$ cat src/hw/rtl/fnas_pkg.sv
// Shared constants, the result control struct and configuration helpers
// for the four-neighbor average stencil. No dependencies.
`timescale 1ns / 1ps
`default_nettype none

package fnas_pkg;

    localparam int DEF_MAX_COLS       = 8192;
    localparam int DEF_PIXEL_BITS     = 32;

    localparam int FRAME_WIDTH_W      = 14;
    localparam int FRAME_HEIGHT_W     = 16;
    localparam int ROW_W              = 16;
    localparam int OUT_COL_W          = 13;
    localparam int WLAST_W            = 17;

    localparam int CFG_INDEX_W        = 2;
    localparam int CFG_DATA_W         = 16;

    localparam int FRAME_WIDTH_RESET  = 5120;
    localparam int FRAME_HEIGHT_RESET = 8192;

    localparam int RESULTS_MAX        = 3;
    localparam int SLOT_W             = 2;
    localparam int QUEUE_DEPTH        = 4;

    localparam logic [CFG_INDEX_W-1:0] CFG_FRAME_WIDTH  = CFG_INDEX_W'(0);
    localparam logic [CFG_INDEX_W-1:0] CFG_FRAME_HEIGHT = CFG_INDEX_W'(1);

    // Results caused by one input pixel, packed in emission order
    typedef struct packed {
        logic [SLOT_W-1:0]                     count;
        logic [RESULTS_MAX-1:0]                eof;
        logic [RESULTS_MAX-1:0][ROW_W-1:0]     row;
        logic [RESULTS_MAX-1:0][OUT_COL_W-1:0] col;
    } res_ctrl_t;

    // Index of the last column in use: zero acts as one, clamp to the store depth
    function automatic logic [WLAST_W-1:0] width_last(
        input logic [FRAME_WIDTH_W-1:0] fw,
        input logic [WLAST_W-1:0]       max_cols
    );
        logic [WLAST_W-1:0] w;
        w = (fw == '0) ? WLAST_W'(1) : WLAST_W'(fw);
        if (w > max_cols) begin
            w = max_cols;
        end
        return w - WLAST_W'(1);
    endfunction

    // Index of the last row in use: zero acts as one
    function automatic logic [ROW_W-1:0] height_last(
        input logic [FRAME_HEIGHT_W-1:0] fh
    );
        return (fh == '0) ? '0 : ROW_W'(fh - FRAME_HEIGHT_W'(1));
    endfunction

endpackage

`default_nettype wire

$ cat src/hw/rtl/fnas_kernel.sv
// Raster counters, line store access with forwarding, and the stencil sums.
// Depends on fnas_pkg; drives the fnas_line_mem ports.
`timescale 1ns / 1ps
`default_nettype none

module fnas_kernel #(
    parameter int MAX_COLS   = fnas_pkg::DEF_MAX_COLS,
    parameter int PIXEL_BITS = fnas_pkg::DEF_PIXEL_BITS,
    parameter int COL_W      = 13
) (
    input  wire logic                                    aclk,
    input  wire logic                                    aresetn,
    input  wire logic                                    cfg_wr_en,
    input  wire logic [fnas_pkg::CFG_INDEX_W-1:0]        cfg_index,
    input  wire logic [fnas_pkg::CFG_DATA_W-1:0]         cfg_wr_data,
    input  wire logic                                    in_valid,
    input  wire logic                                    in_ready,
    input  wire logic signed [PIXEL_BITS-1:0]            pixel_in,
    output      logic                                    mem_wr_en,
    output      logic [COL_W-1:0]                        mem_wr_addr,
    output      logic [2*PIXEL_BITS-1:0]                 mem_wr_data,
    output      logic                                    mem_rd_en,
    output      logic [COL_W-1:0]                        mem_rd_addr,
    input  wire logic [2*PIXEL_BITS-1:0]                 mem_rd_data,
    output      logic                                    stage_busy,
    output      logic                                    res_valid,
    output      fnas_pkg::res_ctrl_t                     res_ctrl,
    output      logic [fnas_pkg::RESULTS_MAX-1:0][PIXEL_BITS-1:0] res_pix
);

    localparam int ENTRY_W = 2 * PIXEL_BITS;
    localparam int SUM_W   = PIXEL_BITS + 2;
    localparam int ROW_W   = fnas_pkg::ROW_W;

    logic [COL_W-1:0]              width_last_reg;
    logic [ROW_W-1:0]              height_last_reg;
    logic [ROW_W-1:0]              row_reg, row_next;
    logic [COL_W-1:0]              col_reg, col_next;
    logic signed [PIXEL_BITS-1:0]  prev_reg, prev_next;
    logic signed [PIXEL_BITS-1:0]  prev2_reg, prev2_next;
    logic signed [PIXEL_BITS-1:0]  bprev_reg, bprev_next;
    logic                          fwd_valid_reg;
    logic [ENTRY_W-1:0]            fwd_data_reg;

    logic                          accept;
    logic                          cfg_restart;
    logic                          last_col;
    logic                          last_row;
    logic [ENTRY_W-1:0]            entry;
    logic signed [PIXEL_BITS-1:0]  older;
    logic signed [PIXEL_BITS-1:0]  newer;
    logic [COL_W-1:0]              rd_addr_c;

    // First stage: one pixel with its gathered neighbors
    logic                          s1_valid_reg;
    logic signed [PIXEL_BITS-1:0]  s1_px_reg;
    logic signed [PIXEL_BITS-1:0]  s1_up_reg;
    logic signed [PIXEL_BITS-1:0]  s1_bp_reg;
    logic signed [PIXEL_BITS-1:0]  s1_b_reg;
    logic signed [PIXEL_BITS-1:0]  s1_p1_reg;
    logic signed [PIXEL_BITS-1:0]  s1_p2_reg;
    logic [ROW_W-1:0]              s1_row_reg;
    logic [COL_W-1:0]              s1_col_reg;
    logic                          s1_has_main_reg;
    logic                          s1_has_left_reg;
    logic                          s1_has_cur_reg;
    logic                          s1_right_en_reg;

    logic signed [PIXEL_BITS-1:0]  right;
    logic signed [PIXEL_BITS-1:0]  up2;
    logic signed [PIXEL_BITS-1:0]  b3;
    logic signed [SUM_W-1:0]       sum_main;
    logic signed [SUM_W-1:0]       sum_left;
    logic signed [SUM_W-1:0]       sum_cur;
    logic [fnas_pkg::SLOT_W-1:0]   slot;

    assign accept      = in_valid && in_ready;
    assign cfg_restart = cfg_wr_en && ((cfg_index == fnas_pkg::CFG_FRAME_WIDTH) ||
                                       (cfg_index == fnas_pkg::CFG_FRAME_HEIGHT));
    assign last_col    = (col_reg == width_last_reg);
    assign last_row    = (row_reg == height_last_reg);

    // Entry view: {row r-2, row r-1} at the current column
    assign entry = fwd_valid_reg ? fwd_data_reg : mem_rd_data;
    assign older = entry[ENTRY_W-1 -: PIXEL_BITS];
    assign newer = entry[PIXEL_BITS-1:0];

    // Prefetch the next column's entry; wrap to column zero at row end
    assign rd_addr_c   = last_col ? '0 : col_reg + COL_W'(1);
    assign mem_wr_en   = accept;
    assign mem_wr_addr = col_reg;
    assign mem_wr_data = {newer, pixel_in};
    assign mem_rd_en   = accept;
    assign mem_rd_addr = rd_addr_c;

    always_ff @(posedge aclk) begin
        if (!aresetn) begin
            width_last_reg  <= COL_W'(fnas_pkg::width_last(
                                   fnas_pkg::FRAME_WIDTH_W'(fnas_pkg::FRAME_WIDTH_RESET),
                                   fnas_pkg::WLAST_W'(MAX_COLS)));
            height_last_reg <= fnas_pkg::height_last(
                                   fnas_pkg::FRAME_HEIGHT_W'(fnas_pkg::FRAME_HEIGHT_RESET));
        end else if (cfg_wr_en) begin
            unique case (cfg_index)
                fnas_pkg::CFG_FRAME_WIDTH: begin
                    width_last_reg <= COL_W'(fnas_pkg::width_last(
                        cfg_wr_data[fnas_pkg::FRAME_WIDTH_W-1:0],
                        fnas_pkg::WLAST_W'(MAX_COLS)));
                end
                fnas_pkg::CFG_FRAME_HEIGHT: begin
                    height_last_reg <= fnas_pkg::height_last(
                        cfg_wr_data[fnas_pkg::FRAME_HEIGHT_W-1:0]);
                end
                default: ;
            endcase
        end
    end

    always_comb begin
        row_next   = row_reg;
        col_next   = col_reg;
        prev_next  = prev_reg;
        prev2_next = prev2_reg;
        bprev_next = bprev_reg;
        if (cfg_restart) begin
            row_next   = '0;
            col_next   = '0;
            prev_next  = '0;
            prev2_next = '0;
            bprev_next = '0;
        end else if (accept) begin
            if (last_col) begin
                col_next   = '0;
                row_next   = last_row ? '0 : row_reg + ROW_W'(1);
                prev_next  = '0;
                prev2_next = '0;
                bprev_next = '0;
            end else begin
                col_next   = col_reg + COL_W'(1);
                prev2_next = prev_reg;
                prev_next  = pixel_in;
                bprev_next = newer;
            end
        end
    end

    always_ff @(posedge aclk) begin
        if (!aresetn) begin
            row_reg       <= '0;
            col_reg       <= '0;
            prev_reg      <= '0;
            prev2_reg     <= '0;
            bprev_reg     <= '0;
            fwd_valid_reg <= 1'b0;
            s1_valid_reg  <= 1'b0;
        end else begin
            row_reg      <= row_next;
            col_reg      <= col_next;
            prev_reg     <= prev_next;
            prev2_reg    <= prev2_next;
            bprev_reg    <= bprev_next;
            s1_valid_reg <= accept;
            // Only a one-column frame reads back the entry it writes
            if (accept) begin
                fwd_valid_reg <= (rd_addr_c == col_reg);
            end
        end
    end

    always_ff @(posedge aclk) begin
        if (accept) begin
            fwd_data_reg    <= {newer, pixel_in};
            s1_px_reg       <= pixel_in;
            s1_up_reg       <= (row_reg[ROW_W-1:1] != '0) ? older : '0;
            s1_bp_reg       <= bprev_reg;
            s1_b_reg        <= newer;
            s1_p1_reg       <= prev_reg;
            s1_p2_reg       <= prev2_reg;
            s1_row_reg      <= row_reg;
            s1_col_reg      <= col_reg;
            s1_has_main_reg <= (row_reg != '0);
            s1_has_left_reg <= last_row && (col_reg != '0);
            s1_has_cur_reg  <= last_row && last_col;
            s1_right_en_reg <= !last_col;
        end
    end

    // The prefetched entry arrives now and supplies the right neighbor
    assign right = s1_right_en_reg ? newer : '0;
    assign up2   = (s1_row_reg != '0) ? s1_bp_reg : '0;
    assign b3    = (s1_row_reg != '0) ? s1_b_reg : '0;

    assign sum_main = SUM_W'(s1_up_reg) + SUM_W'(s1_bp_reg) + SUM_W'(right) + SUM_W'(s1_px_reg);
    assign sum_left = SUM_W'(up2) + SUM_W'(s1_p2_reg) + SUM_W'(s1_px_reg);
    assign sum_cur  = SUM_W'(b3) + SUM_W'(s1_p1_reg);

    // Pack results in emission order; the upper sum bits are the floor of sum / 4
    always_comb begin
        res_ctrl = '0;
        res_pix  = '0;
        slot     = '0;
        if (s1_has_main_reg) begin
            res_pix[slot]      = sum_main[SUM_W-1:2];
            res_ctrl.row[slot] = s1_row_reg - ROW_W'(1);
            res_ctrl.col[slot] = fnas_pkg::OUT_COL_W'(s1_col_reg);
            slot               = slot + fnas_pkg::SLOT_W'(1);
        end
        if (s1_has_left_reg) begin
            res_pix[slot]      = sum_left[SUM_W-1:2];
            res_ctrl.row[slot] = s1_row_reg;
            res_ctrl.col[slot] = fnas_pkg::OUT_COL_W'(s1_col_reg - COL_W'(1));
            slot               = slot + fnas_pkg::SLOT_W'(1);
        end
        if (s1_has_cur_reg) begin
            res_pix[slot]      = sum_cur[SUM_W-1:2];
            res_ctrl.row[slot] = s1_row_reg;
            res_ctrl.col[slot] = fnas_pkg::OUT_COL_W'(s1_col_reg);
            res_ctrl.eof[slot] = 1'b1;
            slot               = slot + fnas_pkg::SLOT_W'(1);
        end
        res_ctrl.count = slot;
    end

    assign res_valid  = s1_valid_reg && (slot != '0);
    assign stage_busy = s1_valid_reg;

endmodule

`default_nettype wire

$ cat config.mk
export PLATFORM = sky130hd
export DESIGN_NAME = fnas_kernel
export DESIGN_NICKNAME = d
export VERILOG_FILES = /design/src/hw/rtl/fnas_pkg.sv /design/src/hw/rtl/fnas_kernel.sv
export SDC_FILE = /design/constraint.sdc
export NUM_CORES = 1
export LEC_CHECK = 0
export BUFFER_PORTS_ARGS = -buffer_cell sky130_fd_sc_hd__buf_2
export CAP_MARGIN = 20
export CORE_AREA = 2 2 246 248
export CTS_CLUSTER_DIAMETER = 120
export DETAILED_ROUTE_END_ITERATION = 10
export DIE_AREA = 0 0 248 250
export PLACE_DENSITY = 0.65
export RECOVER_POWER = 25
export SETUP_SLACK_MARGIN = 0.02
export SLEW_MARGIN = 30
export SYNTH_ARGS = -nofsm -noshare
export SYNTH_HDL_FRONTEND = slang
export SYNTH_SLANG_ARGS = --single-unit
$ cat constraint.sdc
create_clock -name aclk -period 7.1 [get_ports aclk]
set_clock_uncertainty 0.1 [all_clocks]
set_input_delay 0 -clock aclk [delete_from_list [all_inputs] [get_ports aclk]]
set_output_delay 0 -clock aclk [all_outputs]
set_load 0.005 [all_outputs]
==> results.sh <==
export IMPL_portBuffers=400
export IMPL_layout_common_cells="nand2_1, buf_2, nor2_1"
export IMPL_maxSlewViolCount=0
export IMPL_power_frac_seq_pct=35.5
export IMPL_syn_num_nets=3062
export IMPL_gp_congestion=0.9385
export IMPL_io_pins=401
export IMPL_core_mm2=0.05957
export IMPL_firstDrtPassIters=6
export IMPL_synthFlopType="edfxtp_1"
export IMPL_setup_viol=0
export IMPL_cp_end_kind="output pin"
export IMPL_r2r_start="mem_wr_addr[0]"
export IMPL_synth_area_mm2=0.02519
export IMPL_startpoint="s1_row_reg[0]"
export IMPL_fin_ws_ps=444.6
export IMPL_p_total_mw=7.038
export IMPL_slew_headroom_pct=3.641
export IMPL_drv_cap=0
export IMPL_cts_buffers=44
export IMPL_hold_viol=0
export IMPL_synthArstFlopShare_pct=0
export IMPL_drt_iter0_markers=2129
export IMPL_leakagePower_nw=12.78
export IMPL_final_common_cell="nand2_1"
export IMPL_p_switching_mw=2.350
export IMPL_fill_cells=5520
export IMPL_min_delay_path_depth=2
export IMPL_dieArea_mm2=0.06200
export IMPL_synth_edf_count=225
export IMPL_period_minus_slack_ps=6655
export IMPL_critPathKind="flop to output pin"
export IMPL_yosysWarningCount=0
export IMPL_clk_pin_slew_ps=60
export IMPL_cts_num_sinks=381
export IMPL_drtAntennaViolNets=0
export IMPL_min_to="fwd_data_reg[7]"
export IMPL_crit_required_ps=7000
export IMPL_internal_power_mw=4.688
export IMPL_postSynthAreaPerCell_um2=9.215
export IMPL_grt_antenna_before_repair=2
export IMPL_place_area_mm2=0.02737
export IMPL_outcome="finished, final reports clean"
export IMPL_setup_tns_ps=0
export IMPL_finalInstanceArea_mm2=0.03025
export IMPL_min_from="pixel_in[7]"
export IMPL_synthDistinctLibCells=84
export IMPL_worstMarginPinSlew_ps=1445
export IMPL_track_usage_pct=26.95
export IMPL_vias=22270
export IMPL_drive_above_1_share_pct=15.67
export IMPL_hold_path_class="input pin to flop"
export IMPL_post_dp_hpwl_um=62590
export IMPL_start_util_pct=42.29
export IMPL_cp_max_fo=22
export IMPL_combPwrFrac_pct=30.5
export IMPL_die_h_um=250
export IMPL_netlist_instances=2734
export IMPL_ir_worst_vdd_v=0.0001609
export IMPL_regToRegSetupSlack_ps=3220
export IMPL_grt_overflow_total=0
export IMPL_grt_pass1_vias=21780
export IMPL_insertion_delay_ps=590
export IMPL_r2r_end="bprev_reg[10]"
export IMPL_rows=90
export IMPL_wl_um=85700
export IMPL_clockRootBuffer="clkbuf_16"
export IMPL_largest_reg_flops=64
export IMPL_viasPerCell=5.622
export IMPL_tritoncts="done"
export IMPL_p_clk_share_pct=34.0
export IMPL_clockBufferDepth=3
export IMPL_avgRoutedWirePerCell_um=21.64
export IMPL_cts_htree_levels=2
export IMPL_startpoint_type="flop"
export IMPL_power_density_mw_per_mm2=232.7
export IMPL_yosys_register_bits=381
export IMPL_post_place_ws_ps=1085
export IMPL_finalCritPeriodShare_pct=93.74
export IMPL_nNetsFinal=3471
export IMPL_worstPathArrival_ps=6560
export IMPL_fmax_mhz=150.3
export IMPL_grt_max_degree=103
export IMPL_synth_seq_area_share_pct=39.22
export IMPL_switching_share_pct=33.39
export IMPL_fp_dieW_um=248
export IMPL_rsz0062_at_grt="false"
export IMPL_reg2regPathDepth=8
export IMPL_grt_pass1_wl_um=128300
export IMPL_drc_errors=0
export IMPL_syn2layout_area_growth_pct=20.06
==> power by group through the flow <==
stage                     combinational [mW]  clock [mW]  sequential (mW)
final                                   2.14        2.40             2.50
after global routing                    2.33        2.50             2.51
after CTS                               2.11        2.43             2.50
after detailed placement                2.03           0             2.55
after global placement                  2.01           0             2.54
after floorplan                         1.39           0             2.52
==> area by class of cell <==
cell class	instances	area (um2)	area share [%]
Antenna cell	1	2.502	0.008273
Timing Repair Buffer	562	3505	11.59
Multi-Input combinational cell	1953	13610	45.00
Clock buffer	57	1232	4.074
Clock inverter	24	272.8	0.9018
Sequential cell	381	9883	32.67
Inverter	201	762.0	2.519
Tap cell	782	978.4	3.235
==> cell families after synthesis <==
family / Yosys count / synth area share [%]
DFF: 381 / 39.22
AOI/OAI and AO/OA: 580 / 15.02
and+or+nand+nor: 951 / 17.55
adders and majority gates: 209 / 13.27
muxes: 72 / 3.000
xor gates and xnor gates: 141 / 4.902
buffers and inverters: 400 / 7.042
==> synth_stat cells (39+ instances only) <==
master / count / area, um2
nand2_1: 357 / 1340
nor2_1: 258 / 968.4
edfxtp_1: 225 / 6756
a21oi_1: 201 / 1006
inv_1: 198 / 743.2
dfxtp_1: 156 / 3123
clkbuf_1: 117 / 439.2
ha_1: 112 / 1401
o21ai_0: 106 / 530.5
fa_1: 97 / 1942
xor2_1: 73 / 639.4
buf_4: 70 / 525.5
xnor2_1: 68 / 595.6
nor3_1: 60 / 300.3
and2_1: 46 / 287.8
mux2i_1: 44 / 440.4
a21o_1: 42 / 315.3
nand3_1: 42 / 210.2
and3_1: 39 / 244.0
==> how the worst max path moves through the flow <==
stage / endpoint / depth (start not counted)
floorplan: res_pix[23] / 19
global placement: res_pix[30] / 16
detailed placement: res_pix[30] / 16
CTS: res_pix[30] / 16
global route: res_pix[30] / 16
finish: res_pix[30] / 16
==> metrics by stage <==
step	hold WS [ps]	cells	utilization, %
floorplan	-19.18	2734	-
global placement	98.46	3739	45.92
detailed placement	97.13	3739	45.94
CTS	19.42	3959	50.81
global route	108.5	3960	50.77
finish	83.61	3961	50.78
==> worst max-delay path: stages, from the launching register on <==
cell and delay [ps]:
edfxtp_1 410, inv_1 180, ha_1 180, nor3b_1 360, nand4_4 520, and2_1 370, ha_1 440, nand3_1 170
nor4_1 910, nand4_1 180, a211oi_1 760, o31ai_1 350, a211oi_1 480, nor2_1 80, a32oi_1 240, o31ai_1 140
buf_2 160
==> metal layers <==
metal | global-route usage (%) | wire [um]
met1 | 36.99 | 36340
met2 | 42.93 | 39650
met3 | 4.280 | 6765
met4 | 9.530 | 2952
met5 | 0 | 0
==> repair_timing <==
item | in CTS | in global routing
endpoints found under the setup margin | 0 | 1
buffers inserted | 0 | 0
hold buffers | 139 | 0
endpoints found under the hold margin | 207 | 0
resized for setup | 0 | 1
Note: power is estimated with default switching activity, not from simulation.
