<file path="src/hw/rtl/fnas_pkg.sv">
// Shared constants, the result control struct and configuration helpers
// for the four-neighbor average stencil. No dependencies.
`timescale 1ns / 1ps
`default_nettype none

package fnas_pkg;

    localparam int DEF_MAX_COLS       = 8192;
    localparam int DEF_PIXEL_BITS     = 32;

    localparam int FRAME_WIDTH_W      = 14;
    localparam int FRAME_HEIGHT_W     = 16;
    localparam int ROW_W              = 16;
    localparam int OUT_COL_W          = 13;
    localparam int WLAST_W            = 17;

    localparam int CFG_INDEX_W        = 2;
    localparam int CFG_DATA_W         = 16;

    localparam int FRAME_WIDTH_RESET  = 5120;
    localparam int FRAME_HEIGHT_RESET = 8192;

    localparam int RESULTS_MAX        = 3;
    localparam int SLOT_W             = 2;
    localparam int QUEUE_DEPTH        = 4;

    localparam logic [CFG_INDEX_W-1:0] CFG_FRAME_WIDTH  = CFG_INDEX_W'(0);
    localparam logic [CFG_INDEX_W-1:0] CFG_FRAME_HEIGHT = CFG_INDEX_W'(1);

    // Results caused by one input pixel, packed in emission order
    typedef struct packed {
        logic [SLOT_W-1:0]                     count;
        logic [RESULTS_MAX-1:0]                eof;
        logic [RESULTS_MAX-1:0][ROW_W-1:0]     row;
        logic [RESULTS_MAX-1:0][OUT_COL_W-1:0] col;
    } res_ctrl_t;

    // Index of the last column in use: zero acts as one, clamp to the store depth
    function automatic logic [WLAST_W-1:0] width_last(
        input logic [FRAME_WIDTH_W-1:0] fw,
        input logic [WLAST_W-1:0]       max_cols
    );
        logic [WLAST_W-1:0] w;
        w = (fw == '0) ? WLAST_W'(1) : WLAST_W'(fw);
        if (w > max_cols) begin
            w = max_cols;
        end
        return w - WLAST_W'(1);
    endfunction

    // Index of the last row in use: zero acts as one
    function automatic logic [ROW_W-1:0] height_last(
        input logic [FRAME_HEIGHT_W-1:0] fh
    );
        return (fh == '0) ? '0 : ROW_W'(fh - FRAME_HEIGHT_W'(1));
    endfunction

endpackage

`default_nettype wire

</file>
<file path="src/hw/rtl/fnas_result_queue.sv">
// Result queue: holds per-pixel result groups and hands them out one result
// at a time, flagging the last of each group. Depends on fnas_pkg.
`timescale 1ns / 1ps
`default_nettype none

module fnas_result_queue #(
    parameter int PIXEL_BITS = fnas_pkg::DEF_PIXEL_BITS
) (
    input  wire logic                                    aclk,
    input  wire logic                                    aresetn,
    input  wire logic                                    push_valid,
    input  wire fnas_pkg::res_ctrl_t                     push_ctrl,
    input  wire logic [fnas_pkg::RESULTS_MAX-1:0][PIXEL_BITS-1:0] push_pix,
    input  wire logic                                    pending,
    output      logic                                    in_ready,
    output      logic                                    m_valid,
    input  wire logic                                    m_ready,
    output      logic signed [PIXEL_BITS-1:0]            pixel_out,
    output      logic [fnas_pkg::ROW_W-1:0]              out_row,
    output      logic [fnas_pkg::OUT_COL_W-1:0]          out_col,
    output      logic                                    last_of_run,
    output      logic                                    end_of_frame
);

    localparam int DEPTH = fnas_pkg::QUEUE_DEPTH;
    localparam int PTR_W = (DEPTH > 1) ? $clog2(DEPTH) : 1;
    localparam int CNT_W = $clog2(DEPTH + 1);

    fnas_pkg::res_ctrl_t                               ctrl_q [DEPTH];
    logic [fnas_pkg::RESULTS_MAX-1:0][PIXEL_BITS-1:0]  pix_q  [DEPTH];

    logic [PTR_W-1:0]            wr_ptr_reg, wr_ptr_next;
    logic [PTR_W-1:0]            rd_ptr_reg, rd_ptr_next;
    logic [CNT_W-1:0]            cnt_reg, cnt_next;
    logic [fnas_pkg::SLOT_W-1:0] sel_reg, sel_next;
    logic [CNT_W:0]              occupancy;
    fnas_pkg::res_ctrl_t         head;
    logic                        take;
    logic                        pop;

    function automatic logic [PTR_W-1:0] ptr_inc(input logic [PTR_W-1:0] p);
        return (p == PTR_W'(DEPTH - 1)) ? '0 : p + PTR_W'(1);
    endfunction

    // Reserve room for the group still in the stage ahead
    assign occupancy = {1'b0, cnt_reg} + (CNT_W + 1)'(pending);
    assign in_ready  = (occupancy < (CNT_W + 1)'(DEPTH));

    assign head         = ctrl_q[rd_ptr_reg];
    assign m_valid      = (cnt_reg != '0);
    assign pixel_out    = pix_q[rd_ptr_reg][sel_reg];
    assign out_row      = head.row[sel_reg];
    assign out_col      = head.col[sel_reg];
    assign end_of_frame = head.eof[sel_reg];
    assign last_of_run  = (sel_reg == head.count - fnas_pkg::SLOT_W'(1));

    assign take = m_valid && m_ready;
    assign pop  = take && last_of_run;

    always_comb begin
        wr_ptr_next = wr_ptr_reg;
        rd_ptr_next = rd_ptr_reg;
        cnt_next    = cnt_reg;
        sel_next    = sel_reg;
        if (push_valid) begin
            wr_ptr_next = ptr_inc(wr_ptr_reg);
        end
        if (take) begin
            if (last_of_run) begin
                sel_next    = '0;
                rd_ptr_next = ptr_inc(rd_ptr_reg);
            end else begin
                sel_next = sel_reg + fnas_pkg::SLOT_W'(1);
            end
        end
        if (push_valid && !pop) begin
            cnt_next = cnt_reg + CNT_W'(1);
        end else if (pop && !push_valid) begin
            cnt_next = cnt_reg - CNT_W'(1);
        end
    end

    always_ff @(posedge aclk) begin
        if (!aresetn) begin
            wr_ptr_reg <= '0;
            rd_ptr_reg <= '0;
            cnt_reg    <= '0;
            sel_reg    <= '0;
        end else begin
            wr_ptr_reg <= wr_ptr_next;
            rd_ptr_reg <= rd_ptr_next;
            cnt_reg    <= cnt_next;
            sel_reg    <= sel_next;
        end
    end

    always_ff @(posedge aclk) begin
        if (push_valid) begin
            ctrl_q[wr_ptr_reg] <= push_ctrl;
            pix_q[wr_ptr_reg]  <= push_pix;
        end
    end

endmodule

`default_nettype wire

</file>
<file path="config.mk">
export PLATFORM = sky130hd
export DESIGN_NAME = fnas_result_queue
export DESIGN_NICKNAME = d
export VERILOG_FILES = /design/src/hw/rtl/fnas_pkg.sv /design/src/hw/rtl/fnas_result_queue.sv
export SDC_FILE = /design/constraint.sdc
export NUM_CORES = 1
export LEC_CHECK = 0
export BUFFER_PORTS_ARGS = -buffer_cell sky130_fd_sc_hd__buf_4
export CORE_MARGIN = 5
export CORE_UTILIZATION = 60
export CTS_BUF_LIST = sky130_fd_sc_hd__clkbuf_8 sky130_fd_sc_hd__clkbuf_16
export CTS_CLUSTER_SIZE = 40
export DETAILED_ROUTE_END_ITERATION = 10
export GPL_TIMING_DRIVEN = 0
export PLACE_DENSITY_LB_ADDON = 0.08
export SLEW_MARGIN = 20
export SYNTH_ARGS = -nofsm -noshare
export SYNTH_HDL_FRONTEND = slang
export SYNTH_SLANG_ARGS = --single-unit
</file>
<file path="constraint.sdc">
create_clock -name aclk -period 10.9 [get_ports aclk]
set_input_delay 2.18 -clock aclk [delete_from_list [all_inputs] [get_ports aclk]]
set_output_delay 2.18 -clock aclk [all_outputs]
set_load 0.02 [all_outputs]
</file>
==> impl_metrics.ini, run 1 <==
[setup_path]
start_kind = register
end_kind = output port
cp_slowest_cell = buf_1
cp_common_cell = clkbuf_1
path_class = register to output port
crit_family = buffers and inverters
crit_chain = clkbuf_1, nor2b_1, buf_1, clkbuf_1, nand2_1, o21ai_1, buf_4
crit_arrival_ns = 3.46
cpPeakStageDelay_ns = 0.67
required_ns = 8.72
cp_max_fo = 10
cp.buffers_inverters = 4

[clock_network]
cts_resized = 0
clock_path_buffers = 3
post_cts_buffers = 0
worstSkewPairLatency_ns = 0.60
clock-root-buffer = clkbuf_16
hold_buffers = 0
cts.clk_slew.worst_paths_ns = 0.06
cts_made_buffers = 74
clock-sinks = 763
htreeDepth = 3
cts_tree = done

[yosys]
synth_top_area_frac = 0.781
synth_seq_area_share = 0.788
synth_edf_count = 752
ys.flop_type = edfxtp_1
synthCells = 1258
ys_ff_latch = 763
synth.area.top_cells = edfxtp_1 78%, mux4_2 15%, mux2i_1 2.3%
syn_nets = 1458
yosysUniqueCellTypes = 35
syn_area_sq_mm = 0.0289
async_flop_share = 0
synth_area_per_cell_sq_um = 23.0
yosysMostFrequentCell = edfxtp_1
synth.largest_area_cell = edfxtp_1
yosysWarnings = 0
synth_common_cells = 752 x edfxtp_1, 188 x mux4_2, 69 x nand2_1, 67 x mux2i_1, 62 x o21ai_1

[placement]
gp_congestion = 0.711
hpwl_mm = 37.8
place_ws_ns = 5.80
io_buffers = 257

[floorplanning]
initial_core_util = 0.606
die_w_um = 230
core_sq_mm = 0.0477
io-pin-count = 258
dieArea_sq_mm = 0.0527
rows = 80
die_h_um = 230

[timing]
fin_ws_ns = 5.26
finalCriticalPeriod_ns = 5.64
rsz0062_at_grt = no
setup_viol = 0
tns_ns = 0
finalClockSkew_ns = 0.0150
tightest_slew_ns = 0.898
drv_slew = 0
slew_headroom = 0.402
hold_viol = 0
min_period_over_period = 0.518
fmax_mhz = 177

[power_and_ir_drop]
peakVddDrop_mv = 0.183
leakagePower_nw = 11.2
power_density_mw_per_mm2 = 191

[routing]
wl_mm = 59.9
ant_nets = 0
viasPerCell = 6.04
detail_route.wl_per_cell_um = 26.2
drc = 0
vias = 13800
drtIter0Drc = 1132
first_pass_iters = 6

[finish]
drive_above_1_share = 0.355
largest_register_ffs = 384
nets = 1809
areaGrowthSynthToFinish_pct = 18.6

[flow_run]
cap_violations = 0

[global_routing]
track_usage = 0.231
antenna_found_initial = 6
grt-ovfl-total = 0
grt_pass1_wl_mm = 90.5
first_global_vias = 14600
grt_max_degree = 48

[min_path]
hp-class = register to register

[outcome]
status = completed
==> metal layers <==
| metal | vias to the layer above | track usage | wire length, um |
|---|---|---|---|
| met4 | 8 | 0.0603 | 1230 |
| met1 | 7258 | 0.321 | 24000 |
| met2 | 457 | 0.378 | 30400 |
| li1 | 5990 | - | - |
| met5 | - | 0 | 49 |
| met3 | 101 | 0.0544 | 4260 |
==> metrics by stage <==
| step | total power (W) | instance area [sq um] | hold slack (ns) | cells | util |
|---|---|---|---|---|---|
| final | 0.00657 | 34300 | 0.497 | 2286 | 0.719 |
| after global routing | 0.00682 | 34300 | 0.528 | 2285 | 0.719 |
| after CTS | 0.00664 | 34300 | 0.496 | 2284 | 0.719 |
| after detailed placement | 0.00431 | 32100 | 0.489 | 2148 | 0.672 |
| after global placement | 0.00431 | 31600 | 0.468 | 2130 | 0.662 |
| after floorplan | 0.00396 | 28900 | 0.458 | 1258 | - |
==> worst register-to-register path, delay by kind of cell, from the launching register on <==
family / cells / cell delay (ns)
AOI/OAI and AO/OA: 1 / 0.15
muxes: 1 / 0.30
xor gates and xnor gates: 1 / 0.17
DFF: 1 / 0.31
buffers and inverters: 3 / 1.05
and+or+nand+nor: 2 / 0.43
adders and majority gates: 2 / 0.61
==> layout by cell type, fill, tap and decap left out, types with 2 or more instances in the layout <==
cell	n
a21oi_1	2
and2_4	4
buf_1	11
buf_12	9
buf_16	9
buf_2	24
buf_4	261
clkbuf_1	25
clkbuf_16	79
clkinv_1	26
clkinv_2	11
clkinvlp_4	2
dfxtp_1	11
diode_2	2
edfxtp_1	752
ha_1	6
inv_1	19
mux2i_1	67
mux4_2	188
nand2_1	69
nor2_1	2
nor2b_1	4
nor3b_1	3
o21ai_0	2
o21ai_1	62
or3_1	2
==> area by class of cell <==
type | instances | area (sq um)
buffer | 65 | 297
multi-input combinational | 427 | 5830
clock inverter | 57 | 267
timing repair buffer | 275 | 2360
inverter | 3 | 11.3
antenna | 2 | 5.00
tap | 615 | 769
fill | 2866 | 13400
clock buffer | 79 | 1980
sequential | 763 | 22800
==> path summary, 6_finish.rpt <==
path,start,endpoint,slack (ns),cells past startpoint
worst min-delay path,rd_ptr_reg[1]$_SDFFE_PN0P_,register,0.50,2
worst min register to register,rd_ptr_reg[1]$_SDFFE_PN0P_,register,0.50,2
worst max-delay path,sel_reg[0]$_SDFFE_PN0P_,pixel_out[24],5.26,7
worst max register to register,sel_reg[0]$_SDFFE_PN0P_,cnt_reg[2]$_SDFFE_PN0P_,7.78,10
==> cell families after synthesis <==
logic type / share of synthesized area
flops: 0.788
compound gates: 0.0133
fa+ha+maj: 0.00329
simple gates: 0.0129
buf+inv: 0.0106
mux: 0.170
xor+xnor: 0.00156
==> power breakdown <==
part | total [W] | switching (W) | internal, W | leakage [nW]
Clock | 0.00234 | 0.00101 | 0.00133 | 1.16
Sequential | 0.00340 | 0.0000316 | 0.00336 | 7.00
Combinational | 0.000836 | 0.000465 | 0.000371 | 3.01
Power figures use the tool's default switching activity.
==> inputs of run 2 (changes only) <==
--- a/config.mk
+++ b/config.mk
@@ -5,9 +5,10 @@
 export SDC_FILE = /design/constraint.sdc
 export NUM_CORES = 1
 export LEC_CHECK = 0
+export ABC_AREA = 1
 export BUFFER_PORTS_ARGS = -buffer_cell sky130_fd_sc_hd__buf_4
 export CORE_MARGIN = 5
-export CORE_UTILIZATION = 60
+export CORE_UTILIZATION = 59
 export CTS_BUF_LIST = sky130_fd_sc_hd__clkbuf_8 sky130_fd_sc_hd__clkbuf_16
 export CTS_CLUSTER_SIZE = 40
 export DETAILED_ROUTE_END_ITERATION = 10
==> constraint.sdc (replaced) <==
create_clock -name aclk -period 5.7 [get_ports aclk]
set_input_delay 1.14 -clock aclk [delete_from_list [all_inputs] [get_ports aclk]]
set_output_delay 1.14 -clock aclk [all_outputs]
set_load 0.02 [all_outputs]
==> run 2 against run 1 <==
Against the previous run: critical path depth shrank 1; highest routed layer unchanged; synthesized cell count increased by 69%; global-route usage rose by 6.7 points; critical endpoint is now out_row[11].
==> impl_metrics.ini, run 2 <==
[timing]
min_period_over_period = 0.769
fmax_mhz = 228
setup_viol = 0
rsz0062_at_grt = no
finalCriticalPeriod_ns = 4.38
finalClockSkew_ns = 0.0216
drv_slew = 0
hold_viol = 0
tightest_slew_ns = 0.932
slew_headroom = 0.379
tns_ns = 0
fin_ws_ns = 1.32

[global_routing]
first_global_vias = 19400
grt-ovfl-total = 0
antenna_found_initial = 16
grt_max_degree = 88
track_usage = 0.297
grt_pass1_wl_mm = 121

[routing]
wl_mm = 83.3
detail_route.wl_per_cell_um = 25.9
first_pass_iters = 5
drtIter0Drc = 2363
viasPerCell = 6.28
ant_nets = 0
drc = 0
vias = 20200

[clock_network]
cts_tree = done
clock-sinks = 763
cts_resized = 0
clock-root-buffer = clkbuf_16
htreeDepth = 3
worstSkewPairLatency_ns = 0.61
hold_buffers = 0
clock_path_buffers = 3
cts.clk_slew.worst_paths_ns = 0.06
cts_made_buffers = 76
post_cts_buffers = 0

[yosys]
synth_area_per_cell_sq_um = 14.0
synth_common_cells = 752 x edfxtp_1, 380 x nor2_1, 359 x o21ai_0, 101 x nand3_1, 95 x o221ai_1
synth.area.top_cells = edfxtp_1 76%, o21ai_0 6.0%, nor2_1 4.8%
ys.flop_type = edfxtp_1
synth_seq_area_share = 0.768
synth_edf_count = 752
async_flop_share = 0
yosysWarnings = 0
syn_nets = 2327
ys_ff_latch = 763
yosysUniqueCellTypes = 34
synth.largest_area_cell = edfxtp_1
synthCells = 2127
yosysMostFrequentCell = edfxtp_1
syn_area_sq_mm = 0.0297
synth_top_area_frac = 0.760

[placement]
place_ws_ns = 1.94
gp_congestion = 0.863
io_buffers = 257
dp.cells = 3064
place_area_sq_mm = 0.0327
hpwl_mm = 54.0

[floorplanning]
core_sq_mm = 0.0500
die_w_um = 234
dieArea_sq_mm = 0.0549
initial_core_util = 0.594
die_h_um = 234
rows = 82
io-pin-count = 258

[setup_path]
cp_max_fo = 10
path_class = register to output port
reg2reg_from = sel_reg[1]$_SDFFE_PN0P_
reg2reg_depth = 13
end_kind = output port
required_ns = 4.56
r2r_slack_ns = 3.11
crit_arrival_ns = 3.24
timing.rr.end = cnt_reg[2]$_SDFFE_PN0P_
start_kind = register

[finish]
nets = 2670
final_common_cell = edfxtp_1
fin_area_sq_mm = 0.0351
final_cells = 3211
drive_above_1_share = 0.176
areaGrowthSynthToFinish_pct = 18.1
final_core_util = 0.702
final_cell_mix = 752 x edfxtp_1, 380 x nor2_1, 359 x o21ai_0, 268 x buf_4, 101 x nand3_1
largest_register_ffs = 384

[flow_run]
cap_violations = 0

[power_and_ir_drop]
peakVddDrop_mv = 0.280
power_density_mw_per_mm2 = 468
leakagePower_nw = 12.1

[outcome]
status = completed

[min_path]
min_path_cells = 2
hp-class = register to register
min_to = cnt_reg[2]$_SDFFE_PN0P_
hold_start = cnt_reg[2]$_SDFFE_PN0P_
## run 2: changes by cell type after synthesis, moves of 7 or more
cell      change
buf_4         +7
o21ai_1      -44
o22ai_1      +91
mux4_2      -188
nand2_1      +16
mux2i_1      -67
buf_6        +16
nand3_1     +100
inv_1        +16
clkbuf_1     +63
o221ai_1     +95
o211ai_1     +29
o21ai_0     +357
nor2_1      +378
## run 2: worst max-delay path by stage
stage | start | end
3_3_place_gp | push_valid | ctrl_q[0][83]$_DFFE_PP_
2_1_floorplan | push_valid | ctrl_q[3][0]$_DFFE_PP_
4_1_cts | sel_reg[0]$_SDFFE_PN0P_ | out_row[10]
6_report | sel_reg[0]$_SDFFE_PN0P_ | out_row[11]
3_5_place_dp | sel_reg[0]$_SDFFE_PN0P_ | out_row[10]
5_1_grt | sel_reg[0]$_SDFFE_PN0P_ | out_row[10]
## run 2: where the power goes
| group | internal, W | switching (W) | leakage, nW |
|---|---|---|---|
| clock network | 0.00269 | 0.00202 | 1.22 |
| registers | 0.00643 | 0.0000667 | 7.00 |
| logic | 0.00160 | 0.00361 | 3.93 |
## run 2: metrics by stage
stage	total power, W	hold WS, ns
after floorplan	0.00948	0.457
final	0.0164	0.494
after global routing	0.0170	0.530
after global placement	0.0117	0.478
after CTS	0.0164	0.492
after detailed placement	0.0118	0.482
## run 2: per-layer routing
layer,vias to the layer above,GRT usage,routed length [um]
met1,10100,0.407,31700
met3,163,0.0651,8150
met2,1100,0.480,40700
li1,8792,-,-
met4,16,0.107,2660
met5,-,0,103
## run 2: critical path: stages, from the launching register on
cell	delay, ns
dfxtp_1	0.47
clkbuf_1	0.73
clkbuf_1	0.47
o221ai_1	0.28
o211ai_1	0.32
nand2_1	0.17
buf_4	0.20
## run 2: kinds of logic (layout without fill, tap and decap cells)
group / after synthesis / count (layout) / share of synthesized area
other: 0 / 11 / 0
buffers and inverters: 180 / 581 / 0.0308
AOI/OAI and AO/OA: 598 / 598 / 0.119
and+or+nand+nor: 579 / 579 / 0.0793
adders and majority gates: 7 / 7 / 0.00320
DFF: 763 / 763 / 0.768
## run 2: layout make-up
| type | instances | area, sq um |
|---|---|---|
| Sequential cell | 763 | 22800 |
| Fill cell | 3414 | 14900 |
| Multi-Input combinational cell | 1184 | 5990 |
| Timing Repair Buffer | 265 | 2150 |
| Clock buffer | 80 | 1990 |
| Tap cell | 672 | 841 |
| Buffer | 157 | 820 |
| Clock inverter | 56 | 348 |
| Inverter | 23 | 124 |
| Antenna cell | 11 | 27.5 |
==> inputs of run 3 (changes only) <==
--- a/config.mk
+++ b/config.mk
@@ -8,7 +8,7 @@
 export ABC_AREA = 1
 export BUFFER_PORTS_ARGS = -buffer_cell sky130_fd_sc_hd__buf_4
 export CORE_MARGIN = 5
-export CORE_UTILIZATION = 59
+export CORE_UTILIZATION = 54
 export CTS_BUF_LIST = sky130_fd_sc_hd__clkbuf_8 sky130_fd_sc_hd__clkbuf_16
 export CTS_CLUSTER_SIZE = 40
 export DETAILED_ROUTE_END_ITERATION = 10
==> constraint.sdc (replaced) <==
create_clock -name aclk -period 3.5 [get_ports aclk]
set_input_delay 0.7 -clock aclk [delete_from_list [all_inputs] [get_ports aclk]]
set_output_delay 0.7 -clock aclk [all_outputs]
set_load 0.02 [all_outputs]
==> run 3 against run 2 <==
Against the previous run: cell count grew 1.6%; non-clock buffer count grew 21; largest cell class unchanged; utilization shrank 4.9 points; wire length grew 2.4%; combinational power grew 67%; critical path depth grew 3; power grew 65%; highest routed layer unchanged; sequential power grew 63%.
==> impl_metrics.ini, run 3 (synthesis gave the netlist of run 2 again) <==
[outcome]
status = completed

[timing]
setup_viol = 0
holdWs_ns = 0.277
drv_slew = 0
min_period_over_period = 0.993
slew_headroom = 0.500
fmax_mhz = 288
tns_ns = 0
rsz0062_at_grt = yes
tightest_slew_ns = 0.749
finalClockSkew_ns = 0.0144
fin_ws_ns = 0.0230
hold_viol = 0
finalCriticalPeriod_ns = 3.48

[floorplanning]
core_sq_mm = 0.0548
dieArea_sq_mm = 0.0598
die_h_um = 245
io-pin-count = 258
initial_core_util = 0.542
die_w_um = 245
rows = 86

[finish]
areaGrowthSynthToFinish_pct = 20.4
final_core_util = 0.653
largest_register_ffs = 384
fin_area_sq_mm = 0.0358
final_cell_mix = 752 x edfxtp_1, 380 x nor2_1, 358 x o21ai_0, 270 x buf_4, 101 x nand3_1
final_common_cell = edfxtp_1
drive_above_1_share = 0.201
nets = 2692

[global_routing]
grt_max_degree = 29
track_usage = 0.279
grt-ovfl-total = 0
grt_pass1_wl_mm = 124
antenna_found_initial = 18
first_global_vias = 19400

[power_and_ir_drop]
power_density_mw_per_mm2 = 757
peakVddDrop_mv = 0.745
leakagePower_nw = 12.5

[min_path]
hp-class = input port to register

[routing]
detail_route.wl_per_cell_um = 26.1
vias = 19800
drc = 0
drtIter0Drc = 2044
viasPerCell = 6.06
ant_nets = 0
wl_mm = 85.3
first_pass_iters = 6

[clock_network]
hold_buffers = 0
clock_path_buffers = 3
clock-root-buffer = clkbuf_16
cts_made_buffers = 77
cts_tree = done
clock-sinks = 763
cts.clk_slew.worst_paths_ns = 0.06
htreeDepth = 3
worstSkewPairLatency_ns = 0.62

[setup_path]
path_class = register to output port
required_ns = 2.80
crit_arrival_ns = 2.78
start_kind = register
cp_max_fo = 10
end_kind = output port

[placement]
hpwl_mm = 57.7
place_ws_ns = 0.163
place_area_sq_mm = 0.0332
io_buffers = 257
gp_congestion = 0.825

[flow_run]
cap_violations = 0
[run 3: changes by cell type in the layout (fill, tap and decap cells not counted), moves of 4 or more]
cell	change
buf_12	+28
buf_2	-6
inv_1	+9
nand2_1	-4
clkbuf_2	+43
clkbuf_4	+4
nand2_8	+4
clkinv_2	-7
inv_8	-4
clkbuf_1	-47
buf_16	-4
[run 3: final timing paths]
kind,start,endpoint,slack (ns),depth (start not counted)
setup / recovery,register,out_row[0],0.02,9
hold / removal,push_ctrl[21],ctrl_q[3][21]$_DFFE_PP_,0.28,1
setup reg to reg,wr_ptr_reg[1]$_SDFFE_PN0P_,ctrl_q[1][83]$_DFFE_PP_,1.08,7
hold reg to reg,cnt_reg[2]$_SDFFE_PN0P_,cnt_reg[2]$_SDFFE_PN0P_,0.51,2
[run 3: layer usage]
layer | vias to the layer above | track usage | share of wire | routed length (um)
li1 | 8838 | - | - | -
met1 | 9838 | 0.378 | 0.39 | 33000
met2 | 941 | 0.460 | 0.50 | 42400
met3 | 144 | 0.0565 | 0.090 | 7690
met4 | 14 | 0.0894 | 0.025 | 2170
met5 | - | 0 | 0.00095 | 81
[run 3: worst max-delay path: stages (launching register included)]
cell      delay [ns]
dfxtp_1         0.33
buf_6           0.15
inv_6           0.06
buf_6           0.17
buf_2           0.22
nor2_1          0.12
o22ai_1         0.12
o211ai_1        0.54
nand2_1         0.24
buf_6           0.20
[run 3: stage by stage]
step,cells,power (W)
finish,3263,0.0271
global route,3257,0.0281
global placement,3088,0.0191
CTS,3254,0.0271
detailed placement,3118,0.0193
floorplan,2127,0.0154
[run 3: layout make-up]
type / count / area (sq um)
tap: 704 / 881
inverter: 23 / 109
sequential: 763 / 22800
timing repair buffer: 288 / 2580
buffer: 155 / 908
clock buffer: 81 / 2030
fill: 4005 / 19000
clock inverter: 55 / 349
antenna: 10 / 25.0
multi-input combinational: 1184 / 6070
[run 3: where the power goes]
group | internal, W | total [W] | leakage [nW] | switching (W)
logic | 0.00276 | 0.00868 | 4.23 | 0.00592
clock network | 0.00451 | 0.00780 | 1.26 | 0.00329
registers | 0.0105 | 0.0106 | 7.00 | 0.000104
total | 0.0177 | 0.0271 | 12.5 | 0.00932
[run 3: what timing repair did]
item / in CTS / in global routing
buffers inserted: 1 / 0
endpoints found under the setup margin: 53 / 43
gates cloned: 0 / 0
pin swaps: 3 / 2
gates resized for setup: 29 / 63
